**src/hw/rtl/lcd4_pkg.sv**
```systemverilog
// Shared types, constants and helpers for the 4-bit character-LCD controller.
// No dependencies; lcd4_exec, the top level and the result checker import it.
`default_nettype none

package lcd4_pkg;

    // Default geometry, handed down from the top level.
    localparam int unsigned DEF_DISPLAY_DEPTH = 80;
    localparam int unsigned DEF_GLYPH_DEPTH   = 64;
    localparam int unsigned DEF_SHIFT_SPAN    = 24;

    // Fill byte that every display entry reads back as after the clear command.
    localparam logic [7:0] SPACE_CHAR = 8'h20;

    // Error codes reported with each result.
    localparam logic [1:0] ERR_OK    = 2'd0;
    localparam logic [1:0] ERR_INIT  = 2'd1;
    localparam logic [1:0] ERR_EIGHT = 2'd2;
    localparam logic [1:0] ERR_RANGE = 2'd3;

    // Number of function-set commands that make up the init sequence.
    localparam logic [1:0] INIT_DONE = 2'd3;

    // Bit positions inside the mode flags.
    localparam int unsigned MF_INC   = 0;
    localparam int unsigned MF_SHIFT = 1;
    localparam int unsigned MF_DISP  = 2;
    localparam int unsigned MF_CURS  = 3;
    localparam int unsigned MF_BLINK = 4;
    localparam int unsigned MF_TWO   = 5;
    localparam int unsigned MF_SMALL = 6;

    typedef enum logic [3:0] {
        CMD_NONE,
        CMD_CLEAR,
        CMD_HOME,
        CMD_ENTRY,
        CMD_ONOFF,
        CMD_SHIFT,
        CMD_FUNC,
        CMD_CGADDR,
        CMD_DDADDR
    } t_cmd;

    typedef enum logic {
        ST_IDLE,
        ST_EXEC
    } t_fsm;

    // Architectural registers that the command executor updates.
    typedef struct packed {
        logic [6:0] ddram;
        logic [5:0] cgram;
        logic       target;
        logic [6:0] cursor;
        logic [4:0] shift;
        logic [1:0] init_cnt;
        logic       nibble_mode;
        logic [6:0] flags;
    } t_ctl_state;

    // Side effects of one executed command.
    typedef struct packed {
        logic [1:0] err;
        logic       addr_ok;
        logic       rd_valid;
        logic [7:0] rd_byte;
        logic       dd_wr;
        logic       cg_wr;
        logic       dd_clr;
    } t_exec_res;

    // Step a counter up or down, wrapping inside [0, depth).
    function automatic logic [7:0] wrap_step(input logic [7:0] v, input logic up,
                                             input logic [7:0] depth);
        logic [7:0] r;
        if (up) begin
            r = ((v + 8'd1) >= depth) ? 8'd0 : (v + 8'd1);
        end else begin
            r = ((v == 8'd0) || (v >= depth)) ? (depth - 8'd1) : (v - 8'd1);
        end
        return r;
    endfunction

endpackage

`default_nettype wire

```
**src/hw/rtl/lcd4_ram.sv**
```systemverilog
// Byte-wide character memory with registered read and per-entry valid bits.
// Entries never written since reset or the last clear read back as the fill byte.
`default_nettype none

module lcd4_ram #(
    parameter int unsigned DEPTH = 64,
    parameter int unsigned AW    = $clog2(DEPTH)
) (
    input  wire logic          i_clk,
    input  wire logic          i_rst_n,
    input  wire logic          i_rd_en,
    input  wire logic [AW-1:0] i_rd_addr,
    input  wire logic          i_wr_en,
    input  wire logic [AW-1:0] i_wr_addr,
    input  wire logic [7:0]    i_wr_data,
    input  wire logic          i_clr,
    input  wire logic [7:0]    i_clr_fill,
    output logic      [7:0]    o_rd_data
);

    logic [7:0]       r_mem [DEPTH];
    logic [DEPTH-1:0] r_vld;
    logic [7:0]       r_fill;
    logic [7:0]       r_rd_data;
    logic             r_rd_vld;

    always_ff @(posedge i_clk) begin
        if (i_wr_en) begin
            r_mem[i_wr_addr] <= i_wr_data;
        end
        if (i_rd_en) begin
            r_rd_data <= r_mem[i_rd_addr];
            r_rd_vld  <= r_vld[i_rd_addr];
        end
    end

    always_ff @(posedge i_clk) begin
        if (!i_rst_n) begin
            r_vld  <= '0;
            r_fill <= 8'h00;
        end else if (i_clr) begin
            r_vld  <= '0;
            r_fill <= i_clr_fill;
        end else if (i_wr_en) begin
            r_vld[i_wr_addr] <= 1'b1;
        end
    end

    assign o_rd_data = r_rd_vld ? r_rd_data : r_fill;

endmodule

`default_nettype wire

```
**src/hw/rtl/lcd4_exec.sv**
```systemverilog
// Command decoder and executor: computes next counters, flags and RAM side effects.
// Purely combinational; uses lcd4_pkg for state and result types.
`default_nettype none

module lcd4_exec
    import lcd4_pkg::*;
#(
    parameter int unsigned DISPLAY_DEPTH = DEF_DISPLAY_DEPTH,
    parameter int unsigned GLYPH_DEPTH   = DEF_GLYPH_DEPTH,
    parameter int unsigned SHIFT_SPAN    = DEF_SHIFT_SPAN
) (
    input  wire t_ctl_state   i_state,
    input  wire logic [7:0]   i_byte,
    input  wire logic         i_rs,
    input  wire logic         i_rw,
    input  wire logic         i_run,
    input  wire logic [7:0]   i_rd_data,
    output t_ctl_state        o_state,
    output t_exec_res         o_res
);

    localparam logic [7:0] DD_LIM = 8'(DISPLAY_DEPTH);
    localparam logic [7:0] CG_LIM = 8'(GLYPH_DEPTH);
    localparam logic [7:0] SH_LIM = 8'(SHIFT_SPAN);

    t_cmd w_cmd;
    logic w_addr_ok;
    logic w_inc;
    logic w_right;

    always_comb begin
        if (i_byte[7])      w_cmd = CMD_DDADDR;
        else if (i_byte[6]) w_cmd = CMD_CGADDR;
        else if (i_byte[5]) w_cmd = CMD_FUNC;
        else if (i_byte[4]) w_cmd = CMD_SHIFT;
        else if (i_byte[3]) w_cmd = CMD_ONOFF;
        else if (i_byte[2]) w_cmd = CMD_ENTRY;
        else if (i_byte[1]) w_cmd = CMD_HOME;
        else if (i_byte[0]) w_cmd = CMD_CLEAR;
        else                w_cmd = CMD_NONE;
    end

    assign w_addr_ok = i_state.target ? ({2'b00, i_state.cgram} < CG_LIM)
                                      : ({1'b0, i_state.ddram} < DD_LIM);
    assign w_inc   = i_state.flags[MF_INC];
    assign w_right = i_byte[2];

    always_comb begin
        o_state         = i_state;
        o_res.err       = ERR_OK;
        o_res.addr_ok   = w_addr_ok;
        o_res.rd_valid  = 1'b0;
        o_res.rd_byte   = 8'h00;
        o_res.dd_wr     = 1'b0;
        o_res.cg_wr     = 1'b0;
        o_res.dd_clr    = 1'b0;

        if (i_run) begin
            if ((i_state.init_cnt != INIT_DONE) && (i_rs || i_rw || (w_cmd != CMD_FUNC))) begin
                o_res.err = ERR_INIT;
            end else if (i_rs) begin
                if (!w_addr_ok) begin
                    o_res.err = ERR_RANGE;
                end else begin
                    if (i_rw) begin
                        o_res.rd_valid = 1'b1;
                        o_res.rd_byte  = i_rd_data;
                    end else begin
                        o_res.dd_wr = !i_state.target;
                        o_res.cg_wr = i_state.target;
                    end
                    // advance counters after the data access
                    if (i_state.flags[MF_SHIFT]) begin
                        o_state.shift = 5'(wrap_step({3'b000, i_state.shift}, w_inc, SH_LIM));
                    end
                    if (i_state.target) begin
                        o_state.cgram = 6'(wrap_step({2'b00, i_state.cgram}, 1'b1, CG_LIM));
                    end else begin
                        o_state.ddram = 7'(wrap_step({1'b0, i_state.ddram}, 1'b1, DD_LIM));
                    end
                    if (i_state.flags[MF_CURS]) begin
                        o_state.cursor = 7'(wrap_step({1'b0, i_state.cursor}, w_inc, DD_LIM));
                    end
                end
            end else if (i_rw) begin
                // busy flag always reads as zero
                o_res.rd_valid = 1'b1;
                o_res.rd_byte  = {1'b0, i_state.ddram};
            end else begin
                case (w_cmd)
                    CMD_CLEAR: begin
                        o_res.dd_clr   = 1'b1;
                        o_state.ddram  = 7'd0;
                        o_state.target = 1'b0;
                        o_state.cursor = 7'd0;
                        o_state.shift  = 5'd0;
                    end
                    CMD_HOME: begin
                        o_state.ddram  = 7'd0;
                        o_state.target = 1'b0;
                        o_state.cursor = 7'd0;
                        o_state.shift  = 5'd0;
                    end
                    CMD_ENTRY: begin
                        o_state.flags[MF_INC]   = i_byte[1];
                        o_state.flags[MF_SHIFT] = i_byte[0];
                    end
                    CMD_ONOFF: begin
                        o_state.flags[MF_DISP]  = i_byte[2];
                        o_state.flags[MF_CURS]  = i_byte[1];
                        o_state.flags[MF_BLINK] = i_byte[0];
                    end
                    CMD_SHIFT: begin
                        if (i_byte[3]) begin
                            o_state.shift = 5'(wrap_step({3'b000, i_state.shift}, w_right,
                                                         SH_LIM));
                        end
                        o_state.cursor = 7'(wrap_step({1'b0, i_state.cursor}, w_right, DD_LIM));
                    end
                    CMD_FUNC: begin
                        if (i_state.init_cnt != INIT_DONE) begin
                            o_state.init_cnt = i_state.init_cnt + 2'd1;
                        end else if (i_byte[4]) begin
                            o_res.err = ERR_EIGHT;
                        end else begin
                            o_state.nibble_mode     = 1'b1;
                            o_state.flags[MF_TWO]   = i_byte[3];
                            o_state.flags[MF_SMALL] = !i_byte[2] || i_byte[3];
                        end
                    end
                    CMD_CGADDR: begin
                        o_state.cgram  = i_byte[5:0];
                        o_state.target = 1'b1;
                    end
                    CMD_DDADDR: begin
                        o_state.ddram  = i_byte[6:0];
                        o_state.target = 1'b0;
                    end
                    default: begin
                    end
                endcase
            end
        end
    end

endmodule

`default_nettype wire

```
**src/hw/rtl/char_lcd_controller_4bit.sv**
```systemverilog
// Top level of the 4-bit character-LCD controller: strobe intake, nibble pairing,
// read-back sequencing and result register. Uses lcd4_pkg, lcd4_exec and lcd4_ram.
`default_nettype none

// Each request is one enable strobe of an HD44780-style bus (nibble, RS, RW) and
// gives exactly one result: the nibble driven back (if any), an error code and a
// snapshot of the counters and mode flags after the strobe. When a request is
// accepted the display or glyph RAM is read at the current address counter;
// then the command executes, the RAM is written back and the result register
// loads. A result still held by a stalled consumer delays execution until it
// is taken. The input side stalls while a request is executing. The clear
// command does not stall the block: per-entry valid bits in the display RAM
// are dropped at once and unwritten entries read back as a space. Before the
// third function-set the block only counts them and refuses other commands
// with error 1; after it, a function-set with bit 4 clear makes the bus pair
// high then low nibbles. Reads answer the high nibble at once and the low
// nibble on the next strobe.
module char_lcd_controller_4bit
    import lcd4_pkg::*;
#(
    parameter int unsigned DISPLAY_DEPTH = DEF_DISPLAY_DEPTH,
    parameter int unsigned GLYPH_DEPTH   = DEF_GLYPH_DEPTH,
    parameter int unsigned SHIFT_SPAN    = DEF_SHIFT_SPAN
) (
    input  wire logic       i_clk,
    input  wire logic       i_rst_n,
    // strobe channel
    input  wire logic       i_in_valid,
    output logic            o_in_stall,
    input  wire logic [3:0] i_data_nibble,
    input  wire logic       i_reg_select,
    input  wire logic       i_read_not_write,
    // result channel
    output logic            o_out_valid,
    input  wire logic       i_out_stall,
    output logic            o_drive_valid,
    output logic      [3:0] o_drive_nibble,
    output logic      [1:0] o_error_code,
    output logic      [6:0] o_ddram_address,
    output logic      [6:0] o_cursor_position,
    output logic      [4:0] o_display_offset,
    output logic            o_display_enabled,
    output logic            o_cursor_enabled,
    output logic            o_blink_enabled,
    output logic            o_two_line,
    output logic            o_small_font
);

    localparam int unsigned DD_AW = $clog2(DISPLAY_DEPTH);
    localparam int unsigned CG_AW = $clog2(GLYPH_DEPTH);

    // control registers
    t_fsm       r_fsm, n_fsm;
    t_ctl_state r_ctl;
    logic [3:0] r_high, n_high;
    logic [3:0] r_low, n_low;
    logic       r_phase, n_phase;
    logic       r_pend_vld, n_pend_vld;
    logic [3:0] r_pend_nib, n_pend_nib;
    logic       r_out_valid;

    // captured request
    logic [3:0] r_nib;
    logic       r_rs;
    logic       r_rw;

    // result payload
    logic       r_drive_valid, n_drive_valid;
    logic [3:0] r_drive_nibble, n_drive_nibble;
    logic [1:0] r_err;
    t_ctl_state r_snap;

    logic       w_accept;
    logic       w_done;
    logic       w_run;
    logic [7:0] w_rd_data;
    logic [7:0] w_dd_rd;
    logic [7:0] w_cg_rd;
    t_ctl_state w_next;
    t_exec_res  w_res;

    assign w_accept = i_in_valid && !o_in_stall;

    // Sequencer: issue the RAM read on accept in ST_IDLE, then execute in ST_EXEC
    // once the result register is free or being drained.
    always_comb begin
        n_fsm      = r_fsm;
        o_in_stall = 1'b1;
        w_done     = 1'b0;
        case (r_fsm)
            ST_IDLE: begin
                o_in_stall = 1'b0;
                if (i_in_valid) begin
                    n_fsm = ST_EXEC;
                end
            end
            ST_EXEC: begin
                if (!r_out_valid || !i_out_stall) begin
                    w_done = 1'b1;
                    n_fsm  = ST_IDLE;
                end
            end
            default: begin
                n_fsm = ST_IDLE;
            end
        endcase
    end

    always_ff @(posedge i_clk) begin
        if (!i_rst_n) begin
            r_fsm <= ST_IDLE;
        end else begin
            r_fsm <= n_fsm;
        end
    end

    // Nibble pairing: in 4-bit mode a write runs on its low nibble, a read runs
    // on its high nibble. Before that every strobe is a full command that
    // reuses the last low half.
    always_comb begin
        n_high  = r_high;
        n_low   = r_low;
        n_phase = r_phase;
        w_run   = 1'b1;
        if (r_ctl.nibble_mode) begin
            if (r_phase) begin
                n_low = r_nib;
            end else begin
                n_high = r_nib;
            end
            n_phase = !r_phase;
            w_run   = (n_phase == r_rw);
        end else begin
            n_high = r_nib;
        end
    end

    assign w_rd_data = r_ctl.target ? w_cg_rd : w_dd_rd;

    lcd4_exec #(
        .DISPLAY_DEPTH (DISPLAY_DEPTH),
        .GLYPH_DEPTH   (GLYPH_DEPTH),
        .SHIFT_SPAN    (SHIFT_SPAN)
    ) u_exec (
        .i_state   (r_ctl),
        .i_byte    ({n_high, n_low}),
        .i_rs      (r_rs),
        .i_rw      (r_rw),
        .i_run     (w_run),
        .i_rd_data (w_rd_data),
        .o_state   (w_next),
        .o_res     (w_res)
    );

    // Read-back: a pending low nibble goes out on the very next strobe; a new
    // read on that strobe drives its own high nibble and drops the old one.
    always_comb begin
        n_drive_valid  = r_pend_vld;
        n_drive_nibble = r_pend_vld ? r_pend_nib : 4'h0;
        n_pend_vld     = 1'b0;
        n_pend_nib     = r_pend_nib;
        if (w_res.rd_valid) begin
            n_drive_valid  = 1'b1;
            n_drive_nibble = w_res.rd_byte[7:4];
            n_pend_vld     = 1'b1;
            n_pend_nib     = w_res.rd_byte[3:0];
        end
    end

    lcd4_ram #(
        .DEPTH (DISPLAY_DEPTH),
        .AW    (DD_AW)
    ) u_ddram (
        .i_clk      (i_clk),
        .i_rst_n    (i_rst_n),
        .i_rd_en    (w_accept && !r_ctl.target && w_res.addr_ok),
        .i_rd_addr  (r_ctl.ddram[DD_AW-1:0]),
        .i_wr_en    (w_done && w_res.dd_wr),
        .i_wr_addr  (r_ctl.ddram[DD_AW-1:0]),
        .i_wr_data  ({n_high, n_low}),
        .i_clr      (w_done && w_res.dd_clr),
        .i_clr_fill (SPACE_CHAR),
        .o_rd_data  (w_dd_rd)
    );

    lcd4_ram #(
        .DEPTH (GLYPH_DEPTH),
        .AW    (CG_AW)
    ) u_cgram (
        .i_clk      (i_clk),
        .i_rst_n    (i_rst_n),
        .i_rd_en    (w_accept && r_ctl.target && w_res.addr_ok),
        .i_rd_addr  (r_ctl.cgram[CG_AW-1:0]),
        .i_wr_en    (w_done && w_res.cg_wr),
        .i_wr_addr  (r_ctl.cgram[CG_AW-1:0]),
        .i_wr_data  ({n_high, n_low}),
        .i_clr      (1'b0),
        .i_clr_fill (8'h00),
        .o_rd_data  (w_cg_rd)
    );

    // Commit architectural state once per request.
    always_ff @(posedge i_clk) begin
        if (!i_rst_n) begin
            r_ctl       <= '0;
            r_high      <= 4'h0;
            r_low       <= 4'h0;
            r_phase     <= 1'b0;
            r_pend_vld  <= 1'b0;
            r_pend_nib  <= 4'h0;
            r_out_valid <= 1'b0;
        end else begin
            if (w_done) begin
                r_ctl       <= w_next;
                r_high      <= n_high;
                r_low       <= n_low;
                r_phase     <= n_phase;
                r_pend_vld  <= n_pend_vld;
                r_pend_nib  <= n_pend_nib;
                r_out_valid <= 1'b1;
            end else if (r_out_valid && !i_out_stall) begin
                r_out_valid <= 1'b0;
            end
        end
    end

    // Request capture and result payload: no reset needed.
    always_ff @(posedge i_clk) begin
        if (w_accept) begin
            r_nib <= i_data_nibble;
            r_rs  <= i_reg_select;
            r_rw  <= i_read_not_write;
        end
        if (w_done) begin
            r_drive_valid  <= n_drive_valid;
            r_drive_nibble <= n_drive_nibble;
            r_err          <= w_res.err;
            r_snap         <= w_next;
        end
    end

    assign o_out_valid       = r_out_valid;
    assign o_drive_valid     = r_drive_valid;
    assign o_drive_nibble    = r_drive_nibble;
    assign o_error_code      = r_err;
    assign o_ddram_address   = r_snap.ddram;
    assign o_cursor_position = r_snap.cursor;
    assign o_display_offset  = r_snap.shift;
    assign o_display_enabled = r_snap.flags[MF_DISP];
    assign o_cursor_enabled  = r_snap.flags[MF_CURS];
    assign o_blink_enabled   = r_snap.flags[MF_BLINK];
    assign o_two_line        = r_snap.flags[MF_TWO];
    assign o_small_font      = r_snap.flags[MF_SMALL];

endmodule

`default_nettype wire

```
**config.mk**
```make
export PLATFORM = sky130hd
export DESIGN_NAME = char_lcd_controller_4bit
export DESIGN_NICKNAME = d
export VERILOG_FILES = /design/src/hw/rtl/lcd4_pkg.sv /design/src/hw/rtl/lcd4_ram.sv /design/src/hw/rtl/lcd4_exec.sv /design/src/hw/rtl/char_lcd_controller_4bit.sv
export SDC_FILE = /design/constraint.sdc
export NUM_CORES = 1
export LEC_CHECK = 0
export BUFFER_PORTS_ARGS = -buffer_cell sky130_fd_sc_hd__buf_2
export CORE_MARGIN = 4
export CORE_UTILIZATION = 25
export DETAILED_ROUTE_END_ITERATION = 8
export RECOVER_POWER = 25
export SLEW_MARGIN = 20
export SYNTH_ARGS = -nofsm -noshare
export SYNTH_HDL_FRONTEND = slang
export SYNTH_SLANG_ARGS = --single-unit
```
**constraint.sdc**
```tcl
create_clock -name i_clk -period 4.95 [get_ports i_clk]
set_input_delay 0.7425 -clock i_clk [delete_from_list [all_inputs] [get_ports i_clk]]
set_output_delay 0.7425 -clock i_clk [all_outputs]
set_load 0.05 [all_outputs]
```
Word level (Yosys, flattened, before mapping)
Memories as Yosys holds them, arrays and structs flattened. A register that Yosys moved wholly into a read port is not among the register bits.
Cells that the tools add are included.

storage, ports and cells
  flip-flop bits (word level) = 238
  RAM bits = 1,152
  bits of input ports = 10
  output and inout bits = 33
  logic and storage cells = 205
  memories kept = 2

operators by class
  $add $sub $neg = 7
  $lt $le $gt $ge = 11
  eq/ne operators = 14
  multiplexer cells = 92
  bitwise operators = 10
  reduce and logical (&&, ||, !) cells = 38

memory list
  memory         words  bits a word  read ports  clocked after Yosys merged registers in  write ports  line            text
  u_ddram.r_mem  80     8            1           1                                        1            lcd4_ram.sv:21  logic [7:0] r_mem [DEPTH];
  u_cgram.r_mem  64     8            1           1                                        1            lcd4_ram.sv:21

operator list
  cell                 count
  $mux 36              3
  $or 80x80->80        1
  $or 64x64->64        1
  $mux 4               13
  $mux 7               7
  $mux 12              4
  $mux 5               7
  $mux 9               3
  $mux 13              2
  $mux 1               24
  $mux 8               3
  $pmux 12 s2          1
  $mux 2               10
  $mux 6               3
  $add 7x1->8 const B  2
  $eq 4x3->1 const B   4
  $ge 8x7->1 const B   2
  $ge 7x7->1 const B   2
  $pmux 7 s2           1
  $reduce_and 7->1     2
  $logic_and 1x1->1    12
  $mux 11              1
  $mux 10              1
  $mux 3               3
  35 further kinds     60

Longest topological paths before layout
Gate-level depths: netlist of run 1.

  depth in word-level cells = 19
  gate-level depth with buffers = 11
  depth with buffers taken out = 9

Cells and area by module
From an unflattened synthesis of run 1, not the netlist that was laid out.

second synthesis, totals
  cell total of the unflattened synthesis = 3,326
  area, all modules = 57,432.6 um2

by module, submodules not included
  module                    times used  cells an instance  area each (um2)  seq. area each (um2)
  lcd4_ram at u_ddram       1           1,436              28,574.9         21,250.4
  lcd4_ram at u_cgram       1           1,153              22,863.2         17,086.4
  char_lcd_controller_4bit  1           298                3,380.7          2,152.1
  lcd4_exec                 1           439                2,613.8          0.0

Least setup slack after synthesis of run 1
OpenSTA, ideal clock, no wires.

  path type = register -> register
  start point = register r_ctl[7] (netlist name)
  end point = register r_snap (netlist bit o_display_offset[0]) (data pin)
  library setup time = 272 ps
  arrival = 3,944 ps
  required time = 4,678 ps
  path slack = 735 ps
  cell stages (with the launch flop) = 9
  path buffers = 2
  period minus slack after synthesis = 4,215 ps
  cells stage by stage = dfxtp_1 -> and2_1 -> buf_6 -> mux2i_1 -> inv_2 -> clkbuf_1 -> o211ai_1 -> a32oi_1 -> o22ai_1

RTL lines
  what                    line                             text
  start, declared         char_lcd_controller_4bit.sv:54   t_ctl_state r_ctl;
  start signal, assigned  char_lcd_controller_4bit.sv:214  r_ctl <= w_next;
  end signal, assigned    char_lcd_controller_4bit.sv:238  r_snap <= w_next;
  end, declared           char_lcd_controller_4bit.sv:71   t_ctl_state r_snap;

Final worst setup path of run 1
  start point = register r_ctl[7] (netlist name)
  end point = register r_ctl[30] (netlist name)

between the ends
  longest elaborated chain between the ends = 16
  elaborated cells on any way between the ends = 23
  classes of those cells = eq/ne (4); mux (16); reduce/logical (3)

RTL lines
  what                                             line                             text
  $mux 4                                           char_lcd_controller_4bit.sv:125  if (r_ctl.nibble_mode) begin
  $mux 1                                           lcd4_exec.sv:39                  else if (i_byte[0]) w_cmd = CMD_CLEAR;
  $mux 4                                           lcd4_exec.sv:38                  else if (i_byte[1]) w_cmd = CMD_HOME;
  $mux 4                                           lcd4_exec.sv:37                  else if (i_byte[2]) w_cmd = CMD_ENTRY;
  $mux 4                                           lcd4_exec.sv:36                  else if (i_byte[3]) w_cmd = CMD_ONOFF;
  $mux 4                                           lcd4_exec.sv:35                  else if (i_byte[4]) w_cmd = CMD_SHIFT;
  $mux 4                                           lcd4_exec.sv:34                  else if (i_byte[5]) w_cmd = CMD_FUNC;
  $mux 4                                           lcd4_exec.sv:33                  else if (i_byte[6]) w_cmd = CMD_CGADDR;
  $mux 4                                           lcd4_exec.sv:32                  if (i_byte[7]) w_cmd = CMD_DDADDR;
  $eq 4x1->1 / $eq 4x2->1 (equally long branches)  lcd4_exec.sv:90                  case (w_cmd)
  $reduce_or 2->1 (no line)                        -
  $pmux 7 s2                                       lcd4_exec.sv:90
  $mux 36                                          lcd4_exec.sv:85                  end else if (i_rw) begin
  $mux 13                                          lcd4_exec.sv:61                  end else if (i_rs) begin
  $mux 36                                          lcd4_exec.sv:59                  if ((i_state.init_cnt != INIT_DONE) && (i_rs || i_rw || (w_cmd != CMD_FUNC))) begin
  $mux 36 *                                        lcd4_exec.sv:58                  if (i_run) begin

Mark *: on every way between the ends. The rest lies on a longest branch, timed or not. The select of a mux whose other input is x is not followed.
A chain may end at the register's enable or synchronous reset.

==> impl_metrics.toml, run 1 <==
[critical_path]
worstSetupPathType = "reg2reg"
worst-r2r-setup-slack_ns = 0.72
critical_path.cell_chain = "and2_0 > mux2i_2 > buf_4 > inv_4 > o311ai_1 > a211oi_1 > a21oi_1 > o21ai_0 > a221oi_1"
timing.critical_path.arrival_ns = 4.79
path_delay_family = "compound AO/OA/AOI/OAI gates"
critPathMaxStageDelay_ns = 0.68
crit_slowest_cell = "sky130_fd_sc_hd__a221oi_1"
endpoint_kind = "register"
critical_path.reg2reg.endpoint = "r_ctl[30]"
crit_buf_inv = 2
cp.required_ns = 5.52
cp_max_fo = 81
reg2reg_depth = 9
crit_path_start_kind = "register"
crit-reg2reg-launch = "r_ctl[7]"

[synth]
most_used_standard_cell_by_instance_count_after_synthesis = "sky130_fd_sc_hd__edfxtp_1"
netlist_top_cells_area = "sky130_fd_sc_hd__edfxtp_1 64%, sky130_fd_sc_hd__dfxtp_1 6.9%, sky130_fd_sc_hd__mux4_2 3.7%"
async_sr_flop_fraction_pct = 0
yosysUniqueCellTypes = 90
postSynth.topFlopCell = "sky130_fd_sc_hd__edfxtp_1"
synth_top_area_share_pct = 63.65
synth.ff_latch_count = 1404
synth-edff-count = 1207
yosysSeqAreaShare_pct = 70.57
syn-instance-count = 3836
postSynthNetCount = 3855
postSynthAreaPerCell_sq_um = 14.85
synthTopCellsByCount = "1207 x sky130_fd_sc_hd__edfxtp_1, 299 x sky130_fd_sc_hd__nor2_1, 203 x sky130_fd_sc_hd__nand2_1"
synth_area_sq_um = 56950
ys.warnings.count = 0
synth.largest_area_cell = "sky130_fd_sc_hd__edfxtp_1"

[timing]
worstMarginPinSlew_ns = 2.641
final.setup.worst_slack_ns = 0.7231
fin_worst_skew_ns = 0.02401
finalHoldViolCount = 0
report.final.slew_viol_count = 176
final_period_util_pct = 85.39
rsz0062_at_grt = "no"
timing.hold.ws_ns = 0.1906
setup_viol_count_final = 0
worst_slew_margin_rel_pct = -76.04
layout_min_cycle_time_ns = 4.227
achievable-frequency_ghz = 0.2366
fin_setup_tns_ns = 0

[grt]
globalRouteMet3Util_pct = 2.487
grt_max_degree = 83
grt.met1_usage_pct = 18.54
grt_overflow = 0
grt_pass1_wl_mm = 246.2
track_usage_pct = 13.90
antenna_found_initial = 5
first_global_vias = 34930
groute.layer.met2.usage_pct = 22.05
globalRoute.busiestLayer = "met2"

[cts]
count_of_instances_resized_after_the_clock_tree_is_built = 0
clock_path_buffers = 3
cts_post_setup_buffers_inserted = 0
cts_hold_buf = 0
root_buffer = "sky130_fd_sc_hd__clkbuf_16"
cts.htree.levels = 4
tritoncts = "built"
clock_sinks = 1404
clock_insertion_delay_worst_skew_ns = 0.77
cts_inserted_buffers = 132
cts.clk_slew.worst_paths_ns = 0.07

[die]
total_die_area_sq_um = 235500
die_height_microns = 485.3
die_width_microns = 485.3
initial_utilization_pct = 25.22
ios = 43
core_area_sq_um = 225800
std_cell_rows = 174

[min_path]
hold_class = "in2reg"
hold_start = "i_read_not_write"
min_delay_path_depth = 1
min_delay_worst_endpoint = "r_rw"

[status]
status = "complete, but fails checks"
failed_checks = "capacitance limit, slew limit"

[power]
power_leakage_uw = 0.02030
vdd_ir_drop_max_v = 0.0002826
cellPowerDensity_nw_per_um2 = 364.9

[drt]
drc = 0
detail_route.vias_per_cell = 5.103
drt-initial-drc-count = 4699
wire_per_inst_microns = 24.19
total_wirelength_of_the_detailed_routed_design_mm = 170.4
dr.pass1.iters = 8
route.vias.total = 35950
antenna_violating_nets_post_route = 0

[placed_design]
gpl.final_weighted_congestion = 0.9122
dpl.hpwl_mm = 106.4
numPortBuffers = 42
dpl_ws_ns = 0.8296

[finish]
nFillCells = 22380
layout-area-overhead-vs-synth_pct = 15.41
design.final.nets = 3958
layout.core_utilization_pct = 29.11
final_layout_size_suffix_gt1_share_pct = 16.05

[flow_run]
max-cap-violations = 5
## worst max-delay path by stage
stage | cells past startpoint | endpoint | start
6_report | 9 | r_ctl[30] | r_ctl[7]
5_1_grt | 9 | r_ctl[30] | r_ctl[7]
4_1_cts | 9 | r_ctl[30] | r_ctl[7]
3_5_place_dp | 8 | u_ddram.r_mem[31][3] | i_out_stall
3_3_place_gp | 8 | u_ddram.r_mem[31][3] | i_out_stall
2_1_floorplan | 8 | o_display_offset[0] | r_ctl[7]
## cells in the final DEF, fill, tap and decap left out, types with 115 or more instances in the layout
master                      synthesis  routed
sky130_fd_sc_hd__o21ai_0          159     158
sky130_fd_sc_hd__a221oi_1         132     132
sky130_fd_sc_hd__nor2_1           299     294
sky130_fd_sc_hd__dfxtp_1          197     189
sky130_fd_sc_hd__buf_4              5     181
sky130_fd_sc_hd__nand2_1          203     204
sky130_fd_sc_hd__clkbuf_16          0     139
sky130_fd_sc_hd__o21a_1           153     153
sky130_fd_sc_hd__a21oi_1          172     172
sky130_fd_sc_hd__edfxtp_1        1207    1207
sky130_fd_sc_hd__mux2i_1          130     130
sky130_fd_sc_hd__a22oi_1          115     115
## cells by family after synthesis
| family | count (synthesis) | share of synthesized area [%] |
|---|---|---|
| xor+xnor | 6 | 0.09228 |
| fa+ha+maj | 9 | 0.1977 |
| flops | 1404 | 70.57 |
| compound gates | 1035 | 12.82 |
| buf+inv | 295 | 2.175 |
| mux | 321 | 7.945 |
| simple gates | 766 | 6.196 |
## sequential cells by signal (all words and copies together), names as in the netlist, 2 cells and up, named ones only
signal / flops
o_error_code: 2
r_ctl: 34
r_nib: 4
u_cgram.r_mem: 512
r_low: 4
u_ddram.r_vld: 80
u_cgram.r_vld: 64
o_drive_nibble: 4
u_cgram.r_rd_data: 8
o_cursor_position: 7
o_display_offset: 5
r_high: 4
o_ddram_address: 7
u_ddram.r_mem: 640
r_pend_nib: 4
u_ddram.r_rd_data: 8
## where the power goes
group	switching (uW)	internal (uW)	total, uW
combinational	632	196	827
sequential	51.8	12800	12900
clock	4480	5810	10300
## metal layers
metal / routed length, microns / share of wire, % / vias to the layer above
li1: - / - / 15390
met1: 69560 / 41 / 18330
met2: 78630 / 46 / 1866
met3: 14090 / 8.3 / 369
met4: 8109 / 4.8 / 2
met5: 13 / 0.0076 / -
## stage by stage
step           instances  area (sq um)  power, uW
2_1_floorplan       3836         56950      13590
3_3_place_gp        6797         61410      13950
3_5_place_dp        6797         61410      13950
4_1_cts             7041         65800      24140
5_1_grt             7042         65720      24630
6_report            7045         65720      23980
## final cells by class
| class | instances | area [sq um] | share of cell area, % |
|---|---|---|---|
| diodes | 4 | 10.01 | 0.01523 |
| clock buffers | 183 | 3774 | 5.742 |
| clock inverters | 61 | 616.8 | 0.9385 |
| inverters | 29 | 126.4 | 0.1923 |
| multi-input cells | 2137 | 15590 | 23.72 |
| flip-flops and latches | 1404 | 40210 | 61.19 |
| well taps | 2992 | 3744 | 5.696 |
| repair buffers | 235 | 1650 | 2.511 |
Note: power is estimated with default switching activity, not from simulation.
==> run 2: changes to the inputs <==
--- a/config.mk
+++ b/config.mk
@@ -9,8 +9,10 @@
 export CORE_MARGIN = 4
 export CORE_UTILIZATION = 25
 export DETAILED_ROUTE_END_ITERATION = 8
+export GPL_TIMING_DRIVEN = 0
 export RECOVER_POWER = 25
 export SLEW_MARGIN = 20
 export SYNTH_ARGS = -nofsm -noshare
 export SYNTH_HDL_FRONTEND = slang
+export SYNTH_HIERARCHICAL = 1
 export SYNTH_SLANG_ARGS = --single-unit
==> run 2 against run 1 <==
Compared with the run above:
- the flow still finishes with violations (capacitance limit, slew limit)
- maximum frequency fell by 12%
- synthesized area rose by 0.85%
- clock power barely moved
- synthesized cell count fell by 13%
- register-to-register slack got worse by 0.56 ns
- critical path depth did not move
- cell count fell by 4.8%
- sequential power barely moved
- count of clock-buffer cells in the layout rose by 8
- worst hold slack got worse by 0.027 ns
- clock skew rose by 0.0035 ns
- die area rose by 0.84%
- largest power group unchanged
==> impl_metrics.toml, run 2 <==
[die]
initial_utilization_pct = 25.20
ios = 43
std_cell_rows = 175
core_area_sq_um = 227900
die_height_microns = 487.3
die_width_microns = 487.3
total_die_area_sq_um = 237500

[drt]
wire_per_inst_microns = 23.44
detail_route.vias_per_cell = 4.898
drc = 0
drt-initial-drc-count = 3836
antenna_violating_nets_post_route = 0
dr.pass1.iters = 8
total_wirelength_of_the_detailed_routed_design_mm = 157.2
route.vias.total = 32870

[timing]
finalHoldViolCount = 0
fin_setup_tns_ns = 0
final_period_util_pct = 96.80
layout_min_cycle_time_ns = 4.792
report.final.slew_viol_count = 163
final.setup.worst_slack_ns = 0.1582
worstMarginPinSlew_ns = 3.156
achievable-frequency_ghz = 0.2087
rsz0062_at_grt = "no"
fin_worst_skew_ns = 0.02752
worst_slew_margin_rel_pct = -110.4
setup_viol_count_final = 0

[critical_path]
timing.critical_path.arrival_ns = 5.17
crit_slowest_cell = "sky130_fd_sc_hd__nor2_1"
endpoint_kind = "register"
cp.required_ns = 5.32
cpMostUsedCell = "sky130_fd_sc_hd__nand3_1"
path_delay_family = "simple AND/OR/NAND/NOR gates"
worstSetupPathType = "reg2reg"
crit_path_start_kind = "register"
critical_path.cell_chain = "xnor2_1 > nand2_1 > clkbuf_1 > nand3_1 > nor3_1 > and2_1 > nor2b_1 > nand3_1 > nor2_1"
cp_max_fo = 9
crit_buf_inv = 1
critPathMaxStageDelay_ns = 1.05

[cts]
clock_insertion_delay_worst_skew_ns = 0.76
tritoncts = "built"
cts_hold_buf = 0
clock_sinks = 1419
root_buffer = "sky130_fd_sc_hd__clkbuf_16"
cts.clk_slew.worst_paths_ns = 0.06
cts_inserted_buffers = 136
clock_path_buffers = 3
cts.htree.levels = 4

[finish]
reg_top3 = "u_ddram/r_mem: 640 flops, u_cgram/r_mem: 512 flops, u_ddram/r_vld: 80 flops"
design.final.nets = 3602
finish.instance_area_sq_um = 67730
final_layout_size_suffix_gt1_share_pct = 23.95
layout-area-overhead-vs-synth_pct = 17.92
largest_register_ff_count = 640
mostFrequentLayoutCell = "sky130_fd_sc_hd__edfxtp_1"
most-common-layout-cells = "1207 x sky130_fd_sc_hd__edfxtp_1, 316 x sky130_fd_sc_hd__mux4_2, 212 x sky130_fd_sc_hd__dfxtp_1"
largest-register = "u_ddram/r_mem"

[status]
status = "complete, but fails checks"
failed_checks = "capacitance limit, slew limit"

[flow_run]
max-cap-violations = 2

[synth]
synthTopCellsByCount = "1207 x sky130_fd_sc_hd__edfxtp_1, 316 x sky130_fd_sc_hd__mux4_2, 228 x sky130_fd_sc_hd__nor2_1"
netlist_top_cells_area = "sky130_fd_sc_hd__edfxtp_1 63%, sky130_fd_sc_hd__mux4_2 12%, sky130_fd_sc_hd__dfxtp_1 7.4%"
syn-instance-count = 3326
synth_top_area_share_pct = 63.11
synth-edff-count = 1207
synth.ff_latch_count = 1419
yosysUniqueCellTypes = 85
synth.largest_area_cell = "sky130_fd_sc_hd__edfxtp_1"
ys.warnings.count = 6
most_used_standard_cell_by_instance_count_after_synthesis = "sky130_fd_sc_hd__edfxtp_1"
yosysSeqAreaShare_pct = 70.50
synth_area_sq_um = 57430
postSynth.topFlopCell = "sky130_fd_sc_hd__edfxtp_1"
async_sr_flop_fraction_pct = 0
postSynthAreaPerCell_sq_um = 17.27

[placed_design]
dpl_ws_ns = -1.060
gpl.final_weighted_congestion = 0.8931
placed_cell_area_sq_um = 61870
numPortBuffers = 42
dpl.hpwl_mm = 102.3

[grt]
track_usage_pct = 12.84
antenna_found_initial = 4
grt_max_degree = 112
grt_overflow = 0
grt_pass1_wl_mm = 226.1
first_global_vias = 32130

[power]
post-layout-total-power_uw = 23880
cellPowerDensity_nw_per_um2 = 352.6
vdd_ir_drop_max_v = 0.0002453
power_leakage_uw = 0.02115

[min_path]
hold_class = "in2reg"
run 2: changes by cell type in the layout (fill, tap and decap cells not counted), sizes merged, moves of 28 or more:
cell | previous run | this run
a21boi | 8 | 36
a21oi | 173 | 59
a221oi | 132 | 6
a22oi | 115 | 30
clkbuf | 229 | 286
mux2 | 95 | 61
mux2i | 132 | 61
mux4 | 94 | 323
nor2 | 300 | 230
o21ai | 163 | 57
run 2: path summary, 6_finish.rpt:
kind                     from  slack [ns]  cells after the start                  end
max                      r_rw        0.16                      9  u_ddram/r_mem[5][5]
min          i_data_nibble[3]        0.16                      1             r_nib[3]
max reg2reg              r_rw        0.16                      9  u_ddram/r_mem[5][5]
min reg2reg          r_ctl[2]        0.46                      2             r_ctl[2]
run 2: area by class of cell:
cell class / count / area (sq um)
Inverter: 25 / 93.84
Fill cell: 22140 / 160200
Clock inverter: 58 / 613.1
Clock buffer: 191 / 3929
Multi-Input combinational cell: 1701 / 16570
Tap cell: 3009 / 3765
Timing Repair Buffer: 105 / 1175
Sequential cell: 1419 / 40490
Buffer: 196 / 1077
Antenna cell: 6 / 15.01
run 2: what timing repair did:
action,4_1_cts,5_1_grt
resized for setup,142,13
gates cloned,1,1
pin swaps,30,5
endpoints found under the setup margin,656,648
setup buffers,42,7
run 2: logic make-up after synthesis:
logic type / after synthesis / share of synthesized area [%]
AO/OA/AOI/OAI: 511 / 6.311
XOR/XNOR: 12 / 0.1830
adder cells (fa/ha/maj): 8 / 0.1743
buffers and inverters: 222 / 2.046
flip-flops: 1419 / 70.50
multiplexers: 444 / 14.95
other: 2 / 0.01308
AND/OR/NAND/NOR: 708 / 5.823
run 2: routing by layer:
metal | track usage [%] | vias up | part of all wire [%]
met1 | 17.31 | 17270 | 42
met5 | 0 | - | 0.0083
met3 | 2.378 | 297 | 7.4
met2 | 20.81 | 1460 | 48
li1 | - | 13840 | -
met4 | 4.400 | 2 | 3.1
run 2: stage by stage:
step / util (%) / cells / hold WS [ns]
floorplan: - / 3341 / 0.4313
finish: 29.71 / 6710 / 0.1637
global placement: 26.97 / 6392 / 0.4395
CTS: 29.66 / 6696 / 0.1022
detailed placement: 27.14 / 6405 / 0.4490
global route: 29.71 / 6706 / 0.1241
run 2: report_power, final:
part           leakage [uW]  internal, uW  switching, uW  total [uW]
clock               0.00221          6090           4430       10500
sequential           0.0133         12900           18.2       12900
combinational       0.00565          98.5            330         429
total                0.0212         19100           4780       23900
